<file path="src/vlv_pkg.sv">
`timescale 1ns / 1ps

package vlv_pkg;

   // Field widths fixed by the interface
   localparam int NOTE_W    = 7;
   localparam int NOTE_PORTS = 4;
   localparam int COST_W    = 31;
   localparam int PEN_W     = 16;
   localparam int SQ_W      = 14;
   localparam int TRANS_W   = 19;
   localparam int OUT_IDX_W = 6;

   localparam logic [COST_W-1:0] COST_MAX        = {COST_W{1'b1}};
   localparam logic [PEN_W-1:0]  PENALTY_DEFAULT = 16'd1000;

   // Defaults for the top-level parameters
   localparam int VOICES_DEFAULT         = 4;
   localparam int MAX_CANDIDATES_DEFAULT = 64;
   localparam int MAX_BARS_DEFAULT       = 64;

   // Control into the merging stage
   typedef struct packed {
      logic valid;
      logic clear;
   } mrg_ctl_type;

   // Status out of the merging stage
   typedef struct packed {
      logic busy;
   } mrg_sts_type;

   // Remainder of a 7-bit magnitude by 12, by reciprocal and one correction
   function automatic logic [3:0] mod12(input logic [NOTE_W-1:0] m);
      logic [12:0] prod;
      logic [3:0]  quo;
      logic [7:0]  rem;
      prod = {6'd0, m} * 13'd43;
      quo  = prod[12:9];
      rem  = {1'b0, m} - ({4'd0, quo} * 8'd12);
      if (rem >= 8'd12) begin
         rem = rem - 8'd12;
      end
      return rem[3:0];
   endfunction

endpackage

</file>
<file path="src/vlv_merge.sv">
`timescale 1ns / 1ps

// Merge lane results into a path cost and keep the cheapest predecessor
module vlv_merge #(
   parameter int NV   = 4,
   parameter int NP   = 6,
   parameter int IDXW = 6
) (
   input  logic                            clock,
   input  logic                            reset,
   input  vlv_pkg::mrg_ctl_type            ctl,
   input  logic [IDXW-1:0]                 idx,
   input  logic [NV*vlv_pkg::SQ_W-1:0]     sq_moves,
   input  logic [NP*vlv_pkg::PEN_W-1:0]    pens,
   input  logic [vlv_pkg::COST_W-1:0]      prev_cost,
   output logic [vlv_pkg::COST_W-1:0]      best_cost,
   output logic [IDXW-1:0]                 best_idx,
   output vlv_pkg::mrg_sts_type            sts
);

   logic [vlv_pkg::TRANS_W-1:0] trans_in;
   logic [vlv_pkg::TRANS_W-1:0] trans_ff;
   logic [vlv_pkg::COST_W-1:0]  prev_ff;
   logic [IDXW-1:0]             idx_ff;
   logic                        valid_ff;
   logic [vlv_pkg::COST_W:0]    total;
   logic [vlv_pkg::COST_W-1:0]  path_cost;
   logic [vlv_pkg::COST_W-1:0]  best_ff;
   logic [IDXW-1:0]             best_idx_ff;

   // Sum the lane outputs
   always_comb begin
      trans_in = '0;
      for (int v = 0; v < NV; v++) begin
         trans_in = trans_in
                  + vlv_pkg::TRANS_W'(sq_moves[v*vlv_pkg::SQ_W +: vlv_pkg::SQ_W]);
      end
      for (int p = 0; p < NP; p++) begin
         trans_in = trans_in
                  + vlv_pkg::TRANS_W'(pens[p*vlv_pkg::PEN_W +: vlv_pkg::PEN_W]);
      end
   end

   // Add the stored path cost and saturate
   always_comb begin
      total     = {1'b0, prev_ff} + (vlv_pkg::COST_W+1)'(trans_ff);
      path_cost = total[vlv_pkg::COST_W] ? vlv_pkg::COST_MAX : total[vlv_pkg::COST_W-1:0];
   end

   always_ff @(posedge clock) begin
      trans_ff <= trans_in;
      prev_ff  <= prev_cost;
      idx_ff   <= idx;
   end

   // Hold the first cheapest predecessor
   always_ff @(posedge clock) begin
      if (reset) begin
         valid_ff    <= 1'b0;
         best_ff     <= vlv_pkg::COST_MAX;
         best_idx_ff <= '0;
      end else begin
         valid_ff <= ctl.valid;
         if (ctl.clear) begin
            best_ff     <= vlv_pkg::COST_MAX;
            best_idx_ff <= '0;
         end else if (valid_ff && path_cost < best_ff) begin
            best_ff     <= path_cost;
            best_idx_ff <= idx_ff;
         end
      end
   end

   assign best_cost = best_ff;
   assign best_idx  = best_idx_ff;
   assign sts.busy  = valid_ff;

endmodule

</file>
<file path="config.mk">
export PLATFORM = sky130hd
export DESIGN_NAME = vlv_merge
export DESIGN_NICKNAME = d
export VERILOG_FILES = /design/src/vlv_pkg.sv /design/src/vlv_merge.sv
export SDC_FILE = /design/constraint.sdc
export NUM_CORES = 1
export LEC_CHECK = 0
export ABC_CLOCK_PERIOD_IN_PS = 10600
export BUFFER_PORTS_ARGS = -buffer_cell sky130_fd_sc_hd__buf_2
export CAP_MARGIN = 40
export CORE_ASPECT_RATIO = 0.9
export CORE_MARGIN = 10
export CORE_UTILIZATION = 45
export CTS_CLUSTER_SIZE = 20
export DETAILED_ROUTE_END_ITERATION = 10
export GPL_TIMING_DRIVEN = 0
export HOLD_SLACK_MARGIN = 0.06
export PLACE_DENSITY_LB_ADDON = 0.08
export SETUP_SLACK_MARGIN = 0.05
export SLEW_MARGIN = 20
export SYNTH_ARGS = -nofsm -noshare
export SYNTH_HDL_FRONTEND = slang
export SYNTH_SLANG_ARGS = --single-unit
</file>
<file path="constraint.sdc">
create_clock -name clock -period 10.6 [get_ports clock]
set_input_delay 1.06 -clock clock [delete_from_list [all_inputs] [get_ports clock]]
set_output_delay 1.06 -clock clock [all_outputs]
set_load 0.005 [all_outputs]
</file>
==> flow_summary.ini <==
[clock_network]
cts_hold_buf = 0
cts_sinks = 94
cts_setup_buffers = 0
clkLatencyLatePin_ns = 0.35
cts_tree = done
cts_max_level = 3
cts_buffer_depth = 2
cts_resized = 0
path_clk_slew_ns = 0.07
cts-buffers-inserted = 9
cts-root-buf = clkbuf_16

[finish]
fin_cells = 1368
multi_input_area_mm2 = 0.00571
nets = 1503
fin_util = 0.552
fillCellCount = 1740
final_cell_mix = 235 x buf_2, 171 x inv_1, 118 x fa_1, 94 x dfxtp_1, 77 x ha_1
layout_commonest_cell = buf_2
drive_gt1_frac = 0.244
final_cell_area_mm2 = 0.0101
regArea_mm2 = 0.00188
areaGrowthSynthToFinish_pct = 21.1

[synthesis]
synth.avg_cell_area_um2 = 9.56
synth_top_area_share = 0.283
synthesis.instances = 874
synth_cell_types = 64
yosysTopAreaCell = fa_1
syn_area_mm2 = 0.00836
async_flop_share = 0
synthFlopType = dfxtp_1
synth.area.top_cells = fa_1 28%, dfxtp_1 23%, ha_1 12%, inv_1 7.7%, a21oi_1 2.8%
synth-seq-cells = 94
yosysSeqAreaShare = 0.225
synth_warnings = 0
syn-num-nets = 1262
synth_edf_count = 0

[critical_path]
crit_slowest_cell = a2111oi_2
critPathTopFamily = adder cells
critPathMostFrequentCell = fa_1
slowest_delay_ns = 0.56
critPathMaxFanout = 4
arrival_ns = 6.41
required_ns = 10.87
worst-path-buf-inv = 5
path_cells = buf_2 -> inv_1 -> fa_1 -> inv_1 -> fa_1 -> fa_1 -> fa_1 -> inv_1 -> fa_1 -> inv_1 -> ha_1 -> and3_1 -> a2111oi_2 -> a221oi_1 -> a211o_1 -> o41a_1 -> a21o_1 -> a21oi_1 -> xnor2_1
startpoint_type = input pin
setup.worst_path.end_class = flip-flop
critical_path_class = input pin to flip-flop

[outcome]
status = finished clean

[route]
drc = 0
wl_per_cell_um = 14.8
antenna_left = 0
firstDrtPassIters = 5
routed_wl_um = 20300
vias = 6783
via_per_inst = 4.96
drt_iter0_markers = 419

[placement]
place_area_mm2 = 0.00981
place_inst = 1349
numPortBuffers = 230
dp_hpwl_um = 17500
place_congestion = 0.807

[sta]
fin_skew_ns = 0.0119
drv_slew = 0
hold_viol_final = 0
layout_min_cycle_time_ns = 6.13
rsz0062_at_grt = no
slew-limit-headroom = 0.454
worst_pin_slew_ns = 0.819
fin_tns_setup_ns = 0
setup_violations = 0
post-route-period-util = 0.579
fmax_ghz = 0.163

[floorplan]
die-area_mm2 = 0.0244
die_h_um = 149
row_count = 47
io-pin-count = 231
die_x_um = 164
coreArea_mm2 = 0.0183
initial_core_util = 0.455

[global_route]
grt_pass1_wl_um = 34000
grt_max_degree = 20
gr-total-overflow = 0
track_usage = 0.170
grt_pass1_vias = 7146
antenna_found_initial = 2

[power]
p_comb_frac = 0.759
max-vdd-ir-drop_v = 0.000250
p_sw_uw = 1540
p_leak_uw = 0.00525
p_sw_frac = 0.465
power_density_mw_per_mm2 = 327
p_clk_frac = 0.098
seq_power_share = 0.143
p_int_uw = 1770

[run]
maxCapViolCount = 0

[min_path]
worstHoldPathType = flip-flop to flip-flop
## power by group through the flow
stage               logic (µW)  registers [µW]  clock network (µW)
finish                    2510             473                 325
global route              2930             480                 346
CTS                       2550             474                 333
detailed placement        2530             482                   0
global placement          2520             481                   0
floorplan                 2030             477                   0
## final timing paths
path	from	to	slack, ns	cells past startpoint
worst max-delay path	sq_moves[4]	trans_ff[18]$_DFF_P_	4.47	19
worst max register to register	trans_ff[1]$_DFF_P_	best_cost[16]$_SDFFE_PP1P_	4.88	20
worst min-delay path	idx_ff[2]$_DFF_P_	best_idx[2]$_SDFFE_PP0P_	0.44	2
worst min register to register	idx_ff[2]$_DFF_P_	best_idx[2]$_SDFFE_PP0P_	0.44	2
## sequential cells by signal (all words and copies together), names as in the netlist
signal,cells
best_cost,31
trans_ff,19
prev_ff,31
best_idx,6
idx_ff,6
sts,1
## per-stage QoR
| step | total power, µW | hold slack [ns] | worst slack [ns] |
|---|---|---|---|
| final | 3310 | 0.443 | 4.47 |
| after global routing | 3760 | 0.474 | 4.17 |
| after CTS | 3360 | 0.446 | 4.42 |
| after detailed placement | 3010 | 0.436 | 4.06 |
| after global placement | 3000 | 0.433 | 4.09 |
| after floorplan | 2510 | 0.421 | 4.59 |
## final cells by class
type	instances	share of cell area
well taps	245	0.0303
repair buffers	230	0.114
diodes	3	0.000742
plain buffers	20	0.0117
clock buffers	9	0.0223
clock inverters	7	0.00729
flip-flops and latches	94	0.186
multi-input cells	589	0.565
inverters	171	0.0634
## worst min-delay path, stage by stage, from the launching register on
cell	delay, ns
dfxtp_1	0.30
nand3_1	0.05
o21ai_1	0.05
## synthesized netlist by cell type, drive strengths merged (3+ instances only)
| library cell | instances |
|---|---|
| nand2 | 39 |
| nor2b | 5 |
| or4 | 3 |
| nand4 | 11 |
| o21ai | 36 |
| clkbuf | 8 |
| a211oi | 9 |
| and4 | 4 |
| or2 | 6 |
| a21o | 15 |
| o211ai | 5 |
| a31oi | 13 |
| buf | 12 |
| o21a | 10 |
| and2 | 3 |
| xor2 | 10 |
| a21oi | 46 |
| nor2 | 42 |
| a2111oi | 3 |
| dfxtp | 94 |
| or3 | 3 |
| nand2b | 6 |
| fa | 118 |
| inv | 171 |
| and3 | 9 |
| nor3 | 33 |
| a41oi | 4 |
| xnor2 | 21 |
| mux2 | 3 |
| ha | 77 |
| nand3 | 17 |
| a211o | 3 |
## kinds of logic (layout without fill, tap and decap cells)
| group | Yosys count | after routing | share of synthesized area |
|---|---|---|---|
| flops | 94 | 94 | 0.225 |
| xor+xnor | 31 | 31 | 0.0325 |
| other cells | 0 | 3 | 0 |
| compound gates | 173 | 173 | 0.138 |
| mux | 3 | 3 | 0.00404 |
| simple gates | 187 | 187 | 0.111 |
| buf+inv | 191 | 437 | 0.0910 |
| fa+ha+maj | 195 | 195 | 0.398 |
## per-layer routing
layer	vias to the layer above	track usage	share of wire
met3	9	0.0469	0.079
met5	-	0	0
met1	3197	0.224	0.45
met4	0	0.0290	0.0069
met2	187	0.279	0.46
li1	3390	-	-
Power figures use the tool's default switching activity.
