### src/vlv_pkg.sv
`timescale 1ns / 1ps

package vlv_pkg;

   // Field widths fixed by the interface
   localparam int NOTE_W    = 7;
   localparam int NOTE_PORTS = 4;
   localparam int COST_W    = 31;
   localparam int PEN_W     = 16;
   localparam int SQ_W      = 14;
   localparam int TRANS_W   = 19;
   localparam int OUT_IDX_W = 6;

   localparam logic [COST_W-1:0] COST_MAX        = {COST_W{1'b1}};
   localparam logic [PEN_W-1:0]  PENALTY_DEFAULT = 16'd1000;

   // Defaults for the top-level parameters
   localparam int VOICES_DEFAULT         = 4;
   localparam int MAX_CANDIDATES_DEFAULT = 64;
   localparam int MAX_BARS_DEFAULT       = 64;

   // Control into the merging stage
   typedef struct packed {
      logic valid;
      logic clear;
   } mrg_ctl_type;

   // Status out of the merging stage
   typedef struct packed {
      logic busy;
   } mrg_sts_type;

   // Remainder of a 7-bit magnitude by 12, by reciprocal and one correction
   function automatic logic [3:0] mod12(input logic [NOTE_W-1:0] m);
      logic [12:0] prod;
      logic [3:0]  quo;
      logic [7:0]  rem;
      prod = {6'd0, m} * 13'd43;
      quo  = prod[12:9];
      rem  = {1'b0, m} - ({4'd0, quo} * 8'd12);
      if (rem >= 8'd12) begin
         rem = rem - 8'd12;
      end
      return rem[3:0];
   endfunction

endpackage

### src/vlv_pair.sv
`timescale 1ns / 1ps

// One voice pair: penalty when an octave or fifth moves in parallel
module vlv_pair (
   input  logic                          clock,
   input  logic [vlv_pkg::NOTE_W-1:0]   prev_hi,
   input  logic [vlv_pkg::NOTE_W-1:0]   prev_lo,
   input  logic [vlv_pkg::NOTE_W-1:0]   new_hi,
   input  logic [vlv_pkg::NOTE_W-1:0]   new_lo,
   input  logic [vlv_pkg::PEN_W-1:0]    penalty,
   output logic [vlv_pkg::PEN_W-1:0]    pen
);

   logic signed [vlv_pkg::NOTE_W:0] d_prev;
   logic signed [vlv_pkg::NOTE_W:0] d_new;
   logic [vlv_pkg::NOTE_W-1:0]      mag;
   logic [3:0]                      rem;
   logic                            forbidden;
   logic [vlv_pkg::PEN_W-1:0]       pen_ff;
   logic [vlv_pkg::PEN_W-1:0]       pen_in;

   // Truncated remainder: a negative interval only counts on a multiple of 12
   always_comb begin
      d_prev    = $signed({1'b0, prev_hi}) - $signed({1'b0, prev_lo});
      d_new     = $signed({1'b0, new_hi}) - $signed({1'b0, new_lo});
      mag       = d_prev[vlv_pkg::NOTE_W] ? vlv_pkg::NOTE_W'(-d_prev)
                                          : d_prev[vlv_pkg::NOTE_W-1:0];
      rem       = vlv_pkg::mod12(mag);
      forbidden = (rem == 4'd0) || (!d_prev[vlv_pkg::NOTE_W] && rem == 4'd7);
      pen_in    = (forbidden && d_new == d_prev) ? penalty : '0;
   end

   always_ff @(posedge clock) begin
      pen_ff <= pen_in;
   end

   assign pen = pen_ff;

endmodule

### config.mk
export PLATFORM = sky130hd
export DESIGN_NAME = vlv_pair
export DESIGN_NICKNAME = d
export VERILOG_FILES = /design/src/vlv_pkg.sv /design/src/vlv_pair.sv
export SDC_FILE = /design/constraint.sdc
export NUM_CORES = 1
export LEC_CHECK = 0
export BUFFER_PORTS_ARGS = -buffer_cell sky130_fd_sc_hd__buf_2
export CAP_MARGIN = 20
export CELL_PAD_IN_SITES_DETAIL_PLACEMENT = 1
export CELL_PAD_IN_SITES_GLOBAL_PLACEMENT = 2
export CORE_UTILIZATION = 29
export CTS_BUF_LIST = sky130_fd_sc_hd__clkbuf_16
export DETAILED_ROUTE_END_ITERATION = 6
export PLACE_DENSITY = 0.76
export REMOVE_ABC_BUFFERS = 1
export SLEW_MARGIN = 20
export SYNTH_ARGS = -nofsm -noshare
export SYNTH_HDL_FRONTEND = slang
export SYNTH_SLANG_ARGS = --single-unit
### constraint.sdc
create_clock -name clock -period 7.8 [get_ports clock]
set_input_delay 0.78 -clock clock [delete_from_list [all_inputs] [get_ports clock]]
set_output_delay 0.78 -clock clock [all_outputs]
set_load 0.02 [all_outputs]
==> flow_metrics.tcl, run 1 <==
set metrics [dict create \
    drive_gt1_share_pct 48.3 \
    finalWirelength_um 8030 \
    fin_ws_ns 0.0305 \
    via_per_inst 4.86 \
    core-area_sq_mm 0.00834 \
    vias 2541 \
    grt_pass1_vias 2583 \
    period_needed_ns 7.77 \
    crit_path_top_delay_cell "fa_2" \
    cts_sinks 16 \
    pin_count 61 \
    cts_hold_buf 0 \
    antenna_cells 0 \
    area_delta_synth_final_pct 59.4 \
    clk_pin_slew_ns 0.05 \
    min_path_type "primary input to register" \
    use_met3_pct 0.638 \
    ys_seq_area_share_pct 12.6 \
    synthDistinctLibCells 49 \
    hold_end "pen[7]$_SDFF_PN0_" \
    place.gp.congestion 0.796 \
    post_drt_wl_per_cell_um 15.4 \
    grtUsageMet2_pct 27.2 \
    clock.fmax_mhz 129 \
    dieArea_sq_mm 0.00914 \
    synth_top_area_cell "ha_1" \
    firstDrtPassIters 4 \
    cts-root-buf "clkbuf_16" \
    drtAntennaViolNets 0 \
    drv_slew 0 \
    status "finished, final reports clean" \
    synth-edff-count 0 \
    met1_usage_pct 18.9 \
    drt_iter0_markers 17 \
    hold_slack_ns 0.783 \
    yosys_warnings 0 \
    worstSetupEndpointType "register" \
    place.port_buffers 60 \
    hp-start "penalty[7]" \
    htreeDepth 1 \
    rows 33 \
    antenna_found_initial 0 \
    start_util_pct 30.5 \
    yosysMostFrequentCell "ha_1" \
    cp_max_fo 8 \
    pre_cts_ws_ns -0.542 \
    crit_type "primary input to register" \
    synth_flop_cell "dfxtp_1" \
    grtUsageTotal_pct 15.3 \
    cts.path.max_buffers 2 \
    yosys-top-cells-area "ha_1 27%, dfxtp_1 13%, fa_1 7.9%" \
    max_cap_violations 0 \
    synth.ff_latch_count 16 \
    grt_remaining_overflow 0 \
    seq_area_sq_um 320 \
    stdcell_area_sq_mm 0.00405 \
    fin_cells 523 \
    start_kind "primary input" \
    grt_busiest_layer "met2" \
    largest_reg_flops 16 \
    setup_viol 0 \
    required_ns 7.97 \
    fillers 962 \
    numCtsBuffers 3 \
    place_area_sq_mm 0.00332 \
    grt_pass1_wl_um 11000 \
    fin_crit_sh_pct 99.6 \
    rsz0062_at_grt "true" \
    multiInputGateArea_sq_mm 0.00250 \
    cts_tree "built" \
    syn_area_sq_mm 0.00254 \
    cpPeakStageDelay_ns 0.58 \
    tightest_slew_ns 0.378 \
    grt_max_degree 17 \
    yosysTopAreaCellShare_pct 26.6 \
    placed_cells 506 \
    async_reset_ff_share_pct 0 \
    synthTopCellsByCount "54 x ha_1, 53 x inv_1, 22 x xnor2_1, 21 x nand2_1, 16 x dfxtp_1" \
    fin_nets 528 \
    hold_depth 3 \
    cp.arrival_ns 7.94 \
    drc 0 \
    syn_area_per_cell_sq_um 8.47 \
    dpl.hpwl_um 5640 \
    die_x_um 95.6 \
    fp.dieH_um 95.6 \
    finalHoldViolCount 0 \
    relSlewSlack_pct 74.6 \
    synthCells 300 \
]
## repair_timing
action	CTS	global route
gates resized for setup	8	87
setup buffers	3	9
pin swaps	4	64
cloned	0	1
endpoints found under the hold margin	0	0
setup endpoints to repair	16	16
## metrics by stage
stage | util [%] | TNS, ns
6_report | 48.6 | 0
5_1_grt | 48.6 | -4.35
4_1_cts | 41.6 | 0
3_5_place_dp | 39.8 | -8.40
3_3_place_gp | 39.8 | -5.22
2_1_floorplan | - | -6.51
## routing by layer
metal | up-vias | wire (um)
met2 | 54 | 4220
met5 | - | 0
li1 | 1253 | -
met4 | 0 | 179
met3 | 15 | 242
met1 | 1219 | 3390
## critical path: cells and delay by family
family,cells,cell delay [ns]
xor+xnor,3,0.43
simple gates,7,1.68
compound gates,10,1.77
buf+inv,8,0.56
fa+ha+maj,8,2.71
## layout by cell type (no fill, tap or decap), types with 3 or more instances in the layout
cell type,instances
o21a_1,4
nor2_1,7
a21o_1,8
ha_4,9
a21oi_1,7
buf_2,59
nor3_1,3
dfxtp_1,16
fa_2,4
fa_1,6
xnor2_1,15
xnor2_2,5
nor4_4,14
nand2_1,21
nor4_2,4
inv_2,9
o21ai_0,5
clkbuf_16,4
ha_1,43
buf_4,54
inv_1,44
nor2_2,4
xor2_1,9
buf_12,3
nand2b_1,5
a21oi_2,6
## kinds of logic after synthesis
logic type / Yosys count / share of synthesized area [%]
simple gates: 75 / 18.1
fa+ha+maj: 64 / 34.5
buf+inv: 60 / 9.40
compound gates: 51 / 13.5
xor+xnor: 32 / 11.0
flops: 16 / 12.6
mux: 2 / 0.837
## worst max-delay path by stage
stage | start | to | depth (start not counted)
CTS | prev_hi[0] | pen[2]$_SDFF_PN0_ | 37
global route | prev_lo[1] | pen[0]$_SDFF_PN0_ | 38
finish | prev_hi[0] | pen[0]$_SDFF_PN0_ | 36
detailed placement | prev_hi[0] | pen[4]$_SDFF_PN0_ | 36
floorplan | prev_hi[0] | pen[0]$_SDFF_PN0_ | 30
global placement | prev_hi[0] | pen[1]$_SDFF_PN0_ | 36
## layout make-up
| type | instances | area share [%] |
|---|---|---|
| inverter | 55 | 5.22 |
| multi-input combinational | 224 | 61.7 |
| sequential | 16 | 7.91 |
| clock buffer | 3 | 1.85 |
| tap | 105 | 3.24 |
| clock inverter | 1 | 0.0926 |
| timing repair buffer | 119 | 20.0 |
Power of run 1 is not shown: default switching activity piles up to over one toggle a cycle in this logic, so the estimate is an artifact.
==> run 2: changes to the inputs <==
CORE_UTILIZATION = 30   (was 29)
CTS_BUF_LIST = sky130_fd_sc_hd__clkbuf_8   (was sky130_fd_sc_hd__clkbuf_16)
PLACE_DENSITY = 0.78   (was 0.76)
clock period = 6.8 ns   (was 7.8 ns; I/O delays follow)
==> run 2 against run 1 <==
Global-route usage grew 2.8 points. Highest routed layer unchanged. Largest cell class unchanged. Design area grew 2.4%. Critical path type unchanged. Die area shrank 3.3%. Worst hold slack lost 0.13 ns. Critical endpoint is now pen[14]$_SDFF_PN0_. The run now ends with negative setup slack left.
==> flow_metrics.tcl, run 2 (synthesized netlist as in run 1, its figures left out) <==
set metrics [dict create \
    vias 2647 \
    hp-start "penalty[12]" \
    crit_start "prev_hi[0]" \
    critPathTopFamily "adder cells" \
    final_cell_mix "78 x buf_4, 58 x buf_2, 45 x ha_1, 43 x inv_1, 21 x nand2_1" \
    drv_slew 0 \
    worstSetupEndpointType "register" \
    required_ns 6.97 \
    grt_pass1_vias 2864 \
    rsz0062_at_grt "true" \
    violations "negative setup slack" \
    clock.fmax_mhz 135 \
    worst-path-buf-inv 9 \
    crit_type "primary input to register" \
    fin_ws_ns -0.629 \
    cpMostUsedCell "inv_2" \
    setup_viol 16 \
    multiInputGateArea_sq_mm 0.00246 \
    relSlewSlack_pct 75.6 \
    max_cap_violations 0 \
    grt_max_degree 17 \
    drt_iter0_markers 63 \
    status "complete, but fails checks" \
    cts_sinks 16 \
    place.gp.congestion 0.747 \
    cts.path.max_buffers 2 \
    layout_commonest_cell "buf_4" \
    min_path_type "primary input to register" \
    core-area_sq_mm 0.00822 \
    finalWirelength_um 8600 \
    post_drt_wl_per_cell_um 15.7 \
    grt_pass1_wl_um 12800 \
    drc 0 \
    seq_area_sq_um 320 \
    die_x_um 94.0 \
    dpl.hpwl_um 6030 \
    grt_remaining_overflow 0 \
    dieArea_sq_mm 0.00884 \
    drtAntennaViolNets 0 \
    tightest_slew_ns 0.364 \
    antenna_found_initial 0 \
    via_per_inst 4.85 \
    drive_gt1_share_pct 52.2 \
    fp.dieH_um 94.0 \
    numCtsBuffers 3 \
    grtUsageTotal_pct 18.0 \
    place.port_buffers 60 \
    cpPeakStageDelay_ns 0.55 \
    finalHoldViolCount 0 \
    start_util_pct 30.9 \
    cts-root-buf "clkbuf_8" \
    area_delta_synth_final_pct 63.2 \
    pin_count 61 \
    firstDrtPassIters 4 \
    start_kind "primary input" \
    hold_depth 3 \
    fin_nets 551 \
    cp.arrival_ns 7.60 \
    cp_max_fo 8 \
    finish.utilization_pct 50.5 \
    fin_crit_sh_pct 109 \
    cts_tree "built" \
    clk_pin_slew_ns 0.07 \
    largest_reg_flops 16 \
    fillers 993 \
    htreeDepth 1 \
    crit_path_top_delay_cell "fa_1" \
    hold_end "pen[12]$_SDFF_PN0_" \
    rows 33 \
    antenna_cells 0 \
    period_needed_ns 7.43 \
]
run 2: changes by cell type in the layout (fill, tap and decap cells not counted), sizes merged:
cell / change
clkinv: -1
buf: +23
clkbuf: +1
run 2: worst max path at each step:
stage,slack (ns),cells past startpoint,to
6_report,-0.63,39,pen[14]$_SDFF_PN0_
5_1_grt,-0.88,36,pen[1]$_SDFF_PN0_
4_1_cts,-0.68,38,pen[2]$_SDFF_PN0_
3_5_place_dp,-1.37,34,pen[14]$_SDFF_PN0_
3_3_place_gp,-1.12,34,pen[12]$_SDFF_PN0_
2_1_floorplan,-1.31,30,pen[0]$_SDFF_PN0_
run 2: final cells by class:
class	instances	area share, %
Clock buffer	4	1.33
Timing Repair Buffer	142	23.5
Inverter	55	5.04
Multi-Input combinational cell	224	59.2
Tap cell	105	3.17
Sequential cell	16	7.72
run 2: per-stage QoR:
stage	setup slack [ns]	instances	instance area, sq um	setup TNS (ns)	hold slack (ns)
finish	-0.629	546	4150	-9.55	0.656
CTS	-0.676	541	3920	-9.88	0.666
global placement	-1.12	520	3430	-17.70	0.914
floorplan	-1.31	295	2510	-20.91	0.799
global route	-0.879	546	4150	-13.78	0.663
detailed placement	-1.37	520	3430	-21.38	0.913
run 2: timing repair:
item                                    in CTS  in global routing
endpoints found under the setup margin      16                 16
cloned                                       1                  0
resized for setup                           56                 38
pin swaps                                   41                 44
hold buffers                                 0                  0
buffers inserted                            16                  6
run 2: per-layer routing:
layer	global-route usage, %	share of wire, %	vias up
met4	1.28	2.2	0
met1	18.5	38	1283
met5	0	0	-
li1	-	-	1302
met3	1.13	2.0	14
met2	39.8	58	48
Power of run 2 is left out for the same reason.
