<file path="config.mk">
export PLATFORM = sky130hd
export DESIGN_NAME = vlv_lane
export DESIGN_NICKNAME = d
export VERILOG_FILES = /design/src/vlv_pkg.sv /design/src/vlv_lane.sv
export SDC_FILE = /design/constraint.sdc
export NUM_CORES = 1
export LEC_CHECK = 0
export ABC_AREA = 1
export BUFFER_PORTS_ARGS = -buffer_cell sky130_fd_sc_hd__buf_2
export CAP_MARGIN = 20
export CORE_UTILIZATION = 50
export CTS_BUF_LIST = sky130_fd_sc_hd__clkbuf_4 sky130_fd_sc_hd__clkbuf_8
export DETAILED_ROUTE_END_ITERATION = 8
export GPL_ROUTABILITY_DRIVEN = 0
export PLACE_DENSITY_LB_ADDON = 0.12
export SYNTH_ARGS = -nofsm -noshare
export SYNTH_HDL_FRONTEND = slang
export SYNTH_SLANG_ARGS = --single-unit
</file>
<file path="constraint.sdc">
create_clock -name clock -period 7.2 [get_ports clock]
set_input_delay 1.08 -clock clock [delete_from_list [all_inputs] [get_ports clock]]
set_output_delay 1.08 -clock clock [all_outputs]
set_load 0.005 [all_outputs]
</file>
<file path="src/vlv_pkg.sv">
`timescale 1ns / 1ps

package vlv_pkg;

   // Field widths fixed by the interface
   localparam int NOTE_W    = 7;
   localparam int NOTE_PORTS = 4;
   localparam int COST_W    = 31;
   localparam int PEN_W     = 16;
   localparam int SQ_W      = 14;
   localparam int TRANS_W   = 19;
   localparam int OUT_IDX_W = 6;

   localparam logic [COST_W-1:0] COST_MAX        = {COST_W{1'b1}};
   localparam logic [PEN_W-1:0]  PENALTY_DEFAULT = 16'd1000;

   // Defaults for the top-level parameters
   localparam int VOICES_DEFAULT         = 4;
   localparam int MAX_CANDIDATES_DEFAULT = 64;
   localparam int MAX_BARS_DEFAULT       = 64;

   // Control into the merging stage
   typedef struct packed {
      logic valid;
      logic clear;
   } mrg_ctl_type;

   // Status out of the merging stage
   typedef struct packed {
      logic busy;
   } mrg_sts_type;

   // Remainder of a 7-bit magnitude by 12, by reciprocal and one correction
   function automatic logic [3:0] mod12(input logic [NOTE_W-1:0] m);
      logic [12:0] prod;
      logic [3:0]  quo;
      logic [7:0]  rem;
      prod = {6'd0, m} * 13'd43;
      quo  = prod[12:9];
      rem  = {1'b0, m} - ({4'd0, quo} * 8'd12);
      if (rem >= 8'd12) begin
         rem = rem - 8'd12;
      end
      return rem[3:0];
   endfunction

endpackage

</file>
<file path="src/vlv_lane.sv">
`timescale 1ns / 1ps

// One voice: squared move from the stored note to the new note
module vlv_lane (
   input  logic                             clock,
   input  logic [vlv_pkg::NOTE_W-1:0]      prev_note,
   input  logic [vlv_pkg::NOTE_W-1:0]      new_note,
   output logic [vlv_pkg::SQ_W-1:0]        sq_move
);

   logic signed [vlv_pkg::NOTE_W:0] diff;
   logic [vlv_pkg::NOTE_W-1:0]      mag;
   logic [vlv_pkg::SQ_W-1:0]        sq_ff;
   logic [vlv_pkg::SQ_W-1:0]        sq_in;

   // Take magnitude of the move and square it
   always_comb begin
      diff  = $signed({1'b0, prev_note}) - $signed({1'b0, new_note});
      mag   = diff[vlv_pkg::NOTE_W] ? vlv_pkg::NOTE_W'(-diff) : diff[vlv_pkg::NOTE_W-1:0];
      sq_in = mag * mag;
   end

   always_ff @(posedge clock) begin
      sq_ff <= sq_in;
   end

   assign sq_move = sq_ff;

endmodule

</file>
==> metrics.md, run 1 <==
| Metric | Value |
|---|---|
| Status | finished, final reports clean |
| Clock sink count | 13 |
| Mapped Avg Cell Area | between 7 and 8 um^2 |
| Row count | 23 |
| Final HPWL DP | around 3600 um |
| Tmin final | 6.39 ns |
| Final Hold Vio Count | 0 |
| Yosys warns | 0 |
| Final period utilization | between 80% and 90% |
| Filler cells | around 400 |
| CP Class | input port to flip-flop |
| Reg clk slew, reported paths | about 0.05 ns |
| First-pass GRT wire length | roughly 7300 um |
| Max incr delay on CP | approximately 0.54 ns |
| Initial core utilization | 53.0% |
| Pre-antenna DRT Iters | 5 |
| Hold Buf Count CTS | 0 |
| Adder-cell share of the synthesized area | approximately a third |
| Max-cap violations | 0 |
| Via/cell ratio | ~4.9 |
| Top delay family on crit path | adder cells |
| Final Setup Violations | 0 |
| Final setup margin | 0.807 ns |
| Fmax | 156 MHz |
| Die area | 4570 um^2 |
| IO Pins | 29 |
| Fraction of layout cells with a size suffix above 1 | about a fifth |
| Vias in the first global route | between 1500 and 2000 |
| Largest net degree at the start of global routing | 11 |
| Layout Utilization | 58.7% |
| Area post-placement | between 2000 and 2500 um^2 |
| Mapped Cells | 302 |
| Area growth from synthesis to layout | 10.8% |
| CP Buf/Inv Count | 8 |
| Routed WL | between 4000 and 5000 um |
| Syn nets | 364 |
| Number of setup buffers added after CTS | 0 |
| Layout Nets | between 300 and 400 |
| GRT overflow | 0 |
| Synth cell types | 35 |
| Vias | around 1900 |
| WL/cell | approximately 11 um |
| PortBufs | 27 |
| DRC | 0 |
| CTS Buffer Depth | 2 |
| Core area | just over 4000 um^2 |
| Largest register FFs | 13 |
| Largest family of logic cells by synthesized area | adder cells |
| Die span in x | 67.6 um |
| H-tree levels | 1 |
| Worst path slowest cell | fa_1 |
| FF+latch area | ~260 um^2 |
| Drt initial violations | 82 |
| # resized after CTS | 0 |
| EDFF count, synth | 0 |
| Crit path top cell by count | inv_1 |
| CTS root buffer | clkbuf_8 |
| Xor/xnor cell area share of the yosys netlist | 4.77% |
| Register area share after synthesis | 12.1% |
| Crit path required time | 7.34 ns |
| Crit. End Element | flip-flop |
| Compound-Gate Fraction of Synth Area | between 5 and 6% |
| Simple-gate share of the synthesized area | just over 30% |
| Synth async-reset ratio | 0% |
| Mapped Area | 2150 um^2 |
| Final Max Slew Viols | 0 |
| GR Util All Layers | approximately a fifth |
| CTS tree | done |
| RSZ-0062 raised after global routing | false |
| Multi-input gate area | approximately 1600 um^2 |
| Min-delay worst type | input port to flip-flop |
| Initial antenna violation count | 0 |
| Worst setup SP type | input port |
| TritonCTS Buffers | 3 |
| Top FF cell, synth | dfxtp_1 |
| Antenna diodes | 0 |
| Mux cell area share after synthesis | 0% |
| Die height | 67.6 um |
| Top fanout value on the critical path | 6 |
| Design area | between 2000 and 2500 um^2 |
| Critical Path AT | 6.53 ns |
| Setup TNS | 0 ns |
| Yosys reg bits | 13 |
| DRT antenna net count | 0 |
| Pre-CTS setup slack | approximately 0.60 ns |
[per-stage QoR]
| step | instances | hold slack (ns) |
|---|---|---|
| after global routing | 381 | 1.44 |
| after detailed placement | 377 | 1.45 |
| final | 381 | 1.39 |
| after global placement | 377 | 1.45 |
| after CTS | 381 | 1.40 |
| after floorplan | 302 | 1.36 |
[synth_stat cells, types with 2 or more instances]
cell type,n,area (um^2)
inv_1,61,229
nand2_1,59,221
ha_1,31,388
nor2_1,23,86.3
nand3_1,21,105
fa_1,16,320
a21oi_1,13,65.1
dfxtp_1,13,260
nand2_2,11,68.8
xor2_1,7,61.3
inv_2,5,18.8
nor3_1,5,25.0
nand4_1,4,25.0
o21ai_0,4,20.0
buf_4,3,22.5
nand2_4,3,33.8
nor2_4,3,33.8
a21oi_2,2,17.5
inv_4,2,12.5
[placed cells by master, fill, tap and decap left out, types with 2 or more instances in the layout]
| cell | synthesis | layout |
|---|---|---|
| nor3_1 | 5 | 5 |
| ha_1 | 31 | 31 |
| nand2_4 | 3 | 3 |
| nor2_1 | 23 | 23 |
| inv_1 | 61 | 61 |
| o21ai_0 | 4 | 4 |
| clkbuf_8 | 0 | 3 |
| fa_1 | 16 | 16 |
| dfxtp_1 | 13 | 13 |
| inv_2 | 5 | 5 |
| buf_2 | 0 | 27 |
| nand3_1 | 21 | 21 |
| nand4_1 | 4 | 4 |
| nor2_4 | 3 | 3 |
| xor2_1 | 7 | 7 |
| nand2_1 | 59 | 59 |
| a21oi_2 | 2 | 2 |
| nand2_2 | 11 | 11 |
| a21oi_1 | 13 | 13 |
| inv_4 | 2 | 2 |
[worst paths after layout]
path | from | to | slack (ns) | cells past startpoint
worst max-delay path | prev_note[0] | sq_move[13] | 0.81 | 30
worst min-delay path | prev_note[1] | sq_move[2] | 1.39 | 3
[final cells by class]
cell class | count | share of cell area [%]
tap | 50 | 2.63
clock buffer | 4 | 2.05
inverter | 69 | 11.1
multi-input combinational | 217 | 67.3
sequential | 13 | 10.9
timing repair buffer | 28 | 5.99
[cells by family after synthesis]
| family | Yosys count |
|---|---|
| AOI/OAI and AO/OA | 22 |
| xor gates and xnor gates | 10 |
| adders and majority gates | 47 |
| buffers and inverters | 72 |
| DFF | 13 |
| other | 1 |
| and+or+nand+nor | 137 |
[routing by layer]
| layer | GRT usage [%] | share of wire (%) |
|---|---|---|
| met1 | 25.1 | 45 |
| met2 | 37.3 | 50 |
| met3 | 2.03 | 3.2 |
| met4 | 8.78 | 2.2 |
| met5 | 0 | 0 |
Power of run 1 is not shown: default switching activity piles up to over one toggle a cycle in this logic, so the estimate is an artifact.
==> run 2, diff against run 1 <==
Settings changed: CORE_MARGIN set to 3, CTS_CLUSTER_DIAMETER set to 40.
Clock period 7.2 ns to 6.1 ns, I/O delays scaled along.
==> run 2 against run 1 <==
Utilization grew 4.0 points. Count of clock-buffer cells in the layout stayed put. Die area increased by 12%. Sequential share of layout area shrank 0.77 points. First-iteration DRC count fell by 33%. Global-route usage down 2.5 points. Cell area increased by 7.6%. Critical path depth rose by 1. Worst hold slack lost 0.31 ns. Via count up 3.3%. Setup slack worse by 0.48 ns. Critical path type unchanged. Critical endpoint is now sq_move[12].
==> metrics.md, run 2 (synthesized netlist as in run 1, its figures left out) <==
| Metric | Value |
|---|---|
| Final Max Slew Viols | 0 |
| Initial antenna violation count | 0 |
| Crit. End Element | flip-flop |
| Critical Path AT | between 5 and 6 ns |
| Largest register FFs | 13 |
| Final Hold Vio Count | 0 |
| Die span in x | between 70 and 80 um |
| Sink of the worst hold path | sq_move[0] |
| Min-delay worst type | input port to flip-flop |
| CTS root buffer | clkbuf_8 |
| TritonCTS Buffers | 3 |
| Pre-antenna DRT Iters | 4 |
| Largest net degree at the start of global routing | 9 |
| Drt initial violations | 55 |
| PortBufs | 27 |
| Worst path slowest cell | fa_1 |
| Design area | about 2600 um^2 |
| CTS tree | done |
| GR Util All Layers | a little under a fifth |
| Core area | about 4000 um^2 |
| Hold Crit Start | new_note[0] |
| WL met2 | about 2200 um |
| Hold Buf Count CTS | 0 |
| Worst setup SP type | input port |
| Routed WL | 4310 um |
| Multi-input gate area | roughly 1700 um^2 |
| Commonest non-fill, non-tap cell in the layout | inv_1 |
| Fmax | around 170 MHz |
| Tmin final | between 5 and 6 ns |
| First-pass GRT wire length | 7700 um |
| Reg clk slew, reported paths | ~0.050 ns |
| CTS Buffer Depth | 2 |
| IO Pins | 29 |
| Vias | 1945 |
| Final HPWL DP | approximately 3700 um |
| Max incr delay on CP | 0.54 ns |
| WL/cell | about 11 um |
| Status | finished, final reports clean |
| Antenna diodes | 0 |
| DR WL met3 | about 120 um |
| Crit path top cell by count | inv_1 |
| Clock sink count | 13 |
| Die height | ~72 um |
| Row count | 23 |
| Top Layer Used | met4 |
| H-tree levels | 1 |
| Hold Path Stages | 3 |
| CP Class | input port to flip-flop |
| DRT antenna net count | 0 |
| Top fanout value on the critical path | 4 |
| FF+latch area | between 200 and 300 um^2 |
| Crit path required time | around 6.3 ns |
| Filler cells | roughly 380 |
| Fraction of layout cells with a size suffix above 1 | around a quarter |
| Final period utilization | 94.6% |
| Via/cell ratio | 4.90 |
| Commonest cells after routing, fill and taps aside | 61 x inv_1, 56 x nand2_1, 29 x ha_1, 27 x buf_2, 22 x nor2_1 |
| Max-cap violations | 0 |
| Area post-placement | approximately 2400 um^2 |
| GRT overflow | 0 |
| Area growth from synthesis to layout | 19.2% |
| Initial core utilization | between 50% and 60% |
| DRC | 0 |
| Wl on met1 | 1940 um |
| Final Setup Violations | 0 |
| Vias in the first global route | around 1900 |
| Die area | ~5100 um^2 |
| Layout Nets | 410 |
run 2: worst max-delay path by stage:
| stage | startpoint | endpoint | slack (ns) | depth (start not counted) |
|---|---|---|---|---|
| after floorplan | prev_note[0] | sq_move[13] | 0.12 | 29 |
| after global placement | prev_note[0] | sq_move[13] | 0.01 | 30 |
| after detailed placement | prev_note[0] | sq_move[10] | -0.06 | 30 |
| after CTS | prev_note[0] | sq_move[13] | 0.16 | 30 |
| after global routing | prev_note[0] | sq_move[10] | -0.02 | 30 |
| final | prev_note[0] | sq_move[12] | 0.33 | 31 |
run 2: routing by layer:
layer | GRT usage (%) | vias to the layer above
li1 | - | 1026
met3 | 0.842 | 7
met2 | 33.8 | 32
met4 | 6.89 | 0
met5 | 0 | -
met1 | 22.5 | 880
run 2: through the flow:
stage	setup TNS [ns]	hold WS, ns	instances	utilization, %	setup slack, ns
floorplan	0	1.20	302	-	0.122
global placement	0	1.29	391	59.6	0.0107
detailed placement	-0.135	1.29	391	59.6	-0.0623
CTS	0	1.08	395	60.8	0.161
global route	-0.0306	1.13	397	62.7	-0.0237
finish	0	1.09	397	62.7	0.331
run 2: worst max-delay path: cells and delay by family:
family,cells,cell delay [ns]
adders and majority gates,7,3.01
xor gates and xnor gates,1,0.13
and+or+nand+nor,11,0.86
buffers and inverters,11,0.87
AOI/OAI and AO/OA,1,0.16
run 2: timing repair:
| item | 4_1_cts | 5_1_grt |
|---|---|---|
| endpoints found under the setup margin | 0 | 6 |
| gates resized for setup | 0 | 16 |
| setup buffers | 0 | 2 |
run 2: layout make-up:
class | count | share of cell area, %
clock buffer | 4 | 1.91
tap | 50 | 2.44
timing repair buffer | 44 | 10.3
multi-input combinational | 217 | 64.9
inverter | 69 | 10.3
sequential | 13 | 10.2
Power of run 2 is left out for the same reason.
==> run 3, diff against run 2 <==
Settings changed: ABC_AREA 1 to not set.
==> run 3 against run 2 <==
Count of clock-buffer cells in the layout did not move. Sequential share of layout area fell by 0.098 points. Global-route usage fell by 0.91 points. Non-clock buffer count up 16. Maximum frequency is 4.1% lower. First-iteration DRC count rose by 100%.
==> metrics.md, run 3 <==
| Metric | Value |
|---|---|
| Top FF cell, synth | dfxtp_1 |
| Worst path slowest cell | fa_1 |
| Vias | 1727 |
| Top delay family on crit path | adder cells |
| Synth top area share | between 15 and 20% |
| Area leader, netlist | ha_1 |
| Finished Layout Cells | between 300 and 400 |
| Mux cell area share after synthesis | between 1 and 1.5% |
| Yosys warns | 0 |
| WL/cell | 12.6 um |
| Final period utilization | just under 100% |
| Min-delay worst type | input port to flip-flop |
| RSZ-0062 raised after global routing | true |
| Layout Nets | approximately 350 |
| Tmin final | 6.02 ns |
| Setup TNS | 0 ns |
| Critical Path AT | 6.14 ns |
| Pre-antenna DRT Iters | 4 |
| Antenna diodes | 0 |
| Filler cells | 310 |
| Final Setup Violations | 0 |
| Min Hold Slack | ~1.2 ns |
| IO Pins | 29 |
| Area post-placement | roughly 2500 um^2 |
| Max incr delay on CP | 0.55 ns |
| Row count | 22 |
| Mapped Area | between 2000 and 2500 um^2 |
| Largest family of logic cells by synthesized area | adder cells |
| CP Buf/Inv Count | 7 |
| Fmax | around 170 MHz |
| GR Util All Layers | between 10% and 20% |
| Simple-gate share of the synthesized area | 13.4% |
| Crit. End Element | flip-flop |
| Most frequent cell after synthesis | inv_1 |
| Commonest cells after routing, fill and taps aside | 37 x inv_1, 33 x buf_4, 27 x ha_1, 26 x buf_2, 25 x nor2_1 |
| Final HPWL DP | roughly 3600 um |
| Xor/xnor cell area share of the yosys netlist | between 10% and 20% |
| Die area | between 4000 and 5000 um^2 |
| Post-synth top cells | 42 x inv_1, 31 x ha_1, 26 x nor2_1, 16 x fa_1, 14 x xnor2_1 |
| H-tree levels | 1 |
| Design area | around 2600 um^2 |
| Die height | just under 70 um |
| PortBufs | 27 |
| Synth async-reset ratio | 0% |
| Reg clk slew, reported paths | around 0.05 ns |
| Die span in x | between 60 and 70 um |
| Final Max Slew Viols | 0 |
| Vias in the first global route | 1558 |
| Status | finished, final reports clean |
| Routed WL | roughly 4300 um |
| Largest register FFs | 13 |
| Placed insts | around 330 |
| Fraction of layout cells with a size suffix above 1 | roughly a third |
| Slew HR | 65.2% |
| Area growth from synthesis to layout | 29.3% |
| Syn nets | ~290 |
| Yosys reg bits | 13 |
| Max-cap violations | 0 |
| Drt initial violations | about 110 |
| First-pass GRT wire length | 7080 um |
| DRC | 0 |
| CTS root buffer | clkbuf_8 |
| Core area | about 3800 um^2 |
| Initial antenna violation count | 0 |
| Top cells by area in the synthesized netlist | ha_1 19%, fa_1 16%, dfxtp_1 13% |
| Mapped Cells | 230 |
| Clock sink count | 13 |
| TritonCTS Buffers | 3 |
| Mapped Avg Cell Area | just under 9 um^2 |
| Synth cell types | 49 |
| Via/cell ratio | 5.11 |
| Initial core utilization | a little over half |
| EDFF count, synth | 0 |
| Compound-Gate Fraction of Synth Area | 16.5% |
| Worst setup SP type | input port |
| GRT overflow | 0 |
| Adder-cell share of the synthesized area | a little over a third |
| Worst-Margin Slew | roughly 0.52 ns |
| Final Hold Vio Count | 0 |
| Largest net degree at the start of global routing | 14 |
| CP Class | input port to flip-flop |
| CTS tree | done |
| CTS Buffer Depth | 2 |
| Register area share after synthesis | a little over an eighth |
| DRT antenna net count | 0 |
| Top fanout value on the critical path | 4 |
| Crit path required time | about 6.2 ns |
| Commonest non-fill, non-tap cell in the layout | inv_1 |
run 3: changes by cell type after synthesis, sizes merged, moves of 3 or more:
cell	delta
nand2	-68
o31ai	+4
a21o	+4
nand3	-20
or2	+4
a21oi	-3
inv	-25
xnor2	+14
run 3: cell type report:
| cell class | instances | area [um^2] | share of cell area [%] |
|---|---|---|---|
| multi-input cells | 170 | 1660 | 64.3 |
| inverters | 43 | 164 | 6.34 |
| repair buffers | 60 | 389 | 15.0 |
| flip-flops and latches | 13 | 260 | 10.1 |
| well taps | 48 | 60.1 | 2.32 |
| clock buffers | 4 | 48.8 | 1.89 |
run 3: metal layers:
| layer | GRT usage, % | up-vias | wire (um) |
|---|---|---|---|
| met2 | 27.5 | 39 | 1950 |
| li1 | - | 887 | - |
| met4 | 3.25 | 0 | 31 |
| met3 | 1.01 | 4 | 222 |
| met1 | 26.5 | 797 | 2060 |
| met5 | 0 | - | 0 |
run 3: timing repair:
| action | in CTS | in global routing |
|---|---|---|
| endpoints found under the setup margin | 1 | 4 |
| pin swaps | 1 | 11 |
| endpoints found under the hold margin | 0 | 0 |
| setup buffers | 0 | 2 |
| hold buffers | 0 | 0 |
| gates resized for setup | 1 | 10 |
run 3: logic make-up after synthesis:
| group | after synthesis |
|---|---|
| flip-flops | 13 |
| AO/OA/AOI/OAI | 42 |
| other | 1 |
| XOR/XNOR | 23 |
| multiplexers | 2 |
| buffers and inverters | 47 |
| AND/OR/NAND/NOR | 55 |
| adder cells (fa/ha/maj) | 47 |
run 3: stage by stage:
stage	worst slack [ns]	util [%]
finish	0.0833	68.6
global route	-0.149	68.6
CTS	0.0197	66.7
detailed placement	-0.284	65.2
global placement	-0.169	65.2
floorplan	0.00991	-
run 3: worst paths after layout:
path | cells past startpoint | start | endpoint | slack (ns)
worst max-delay path | 25 | prev_note[0] | sq_move[12] | 0.08
worst min-delay path | 3 | prev_note[1] | sq_move[2] | 1.17
Power of run 3 is left out for the same reason.
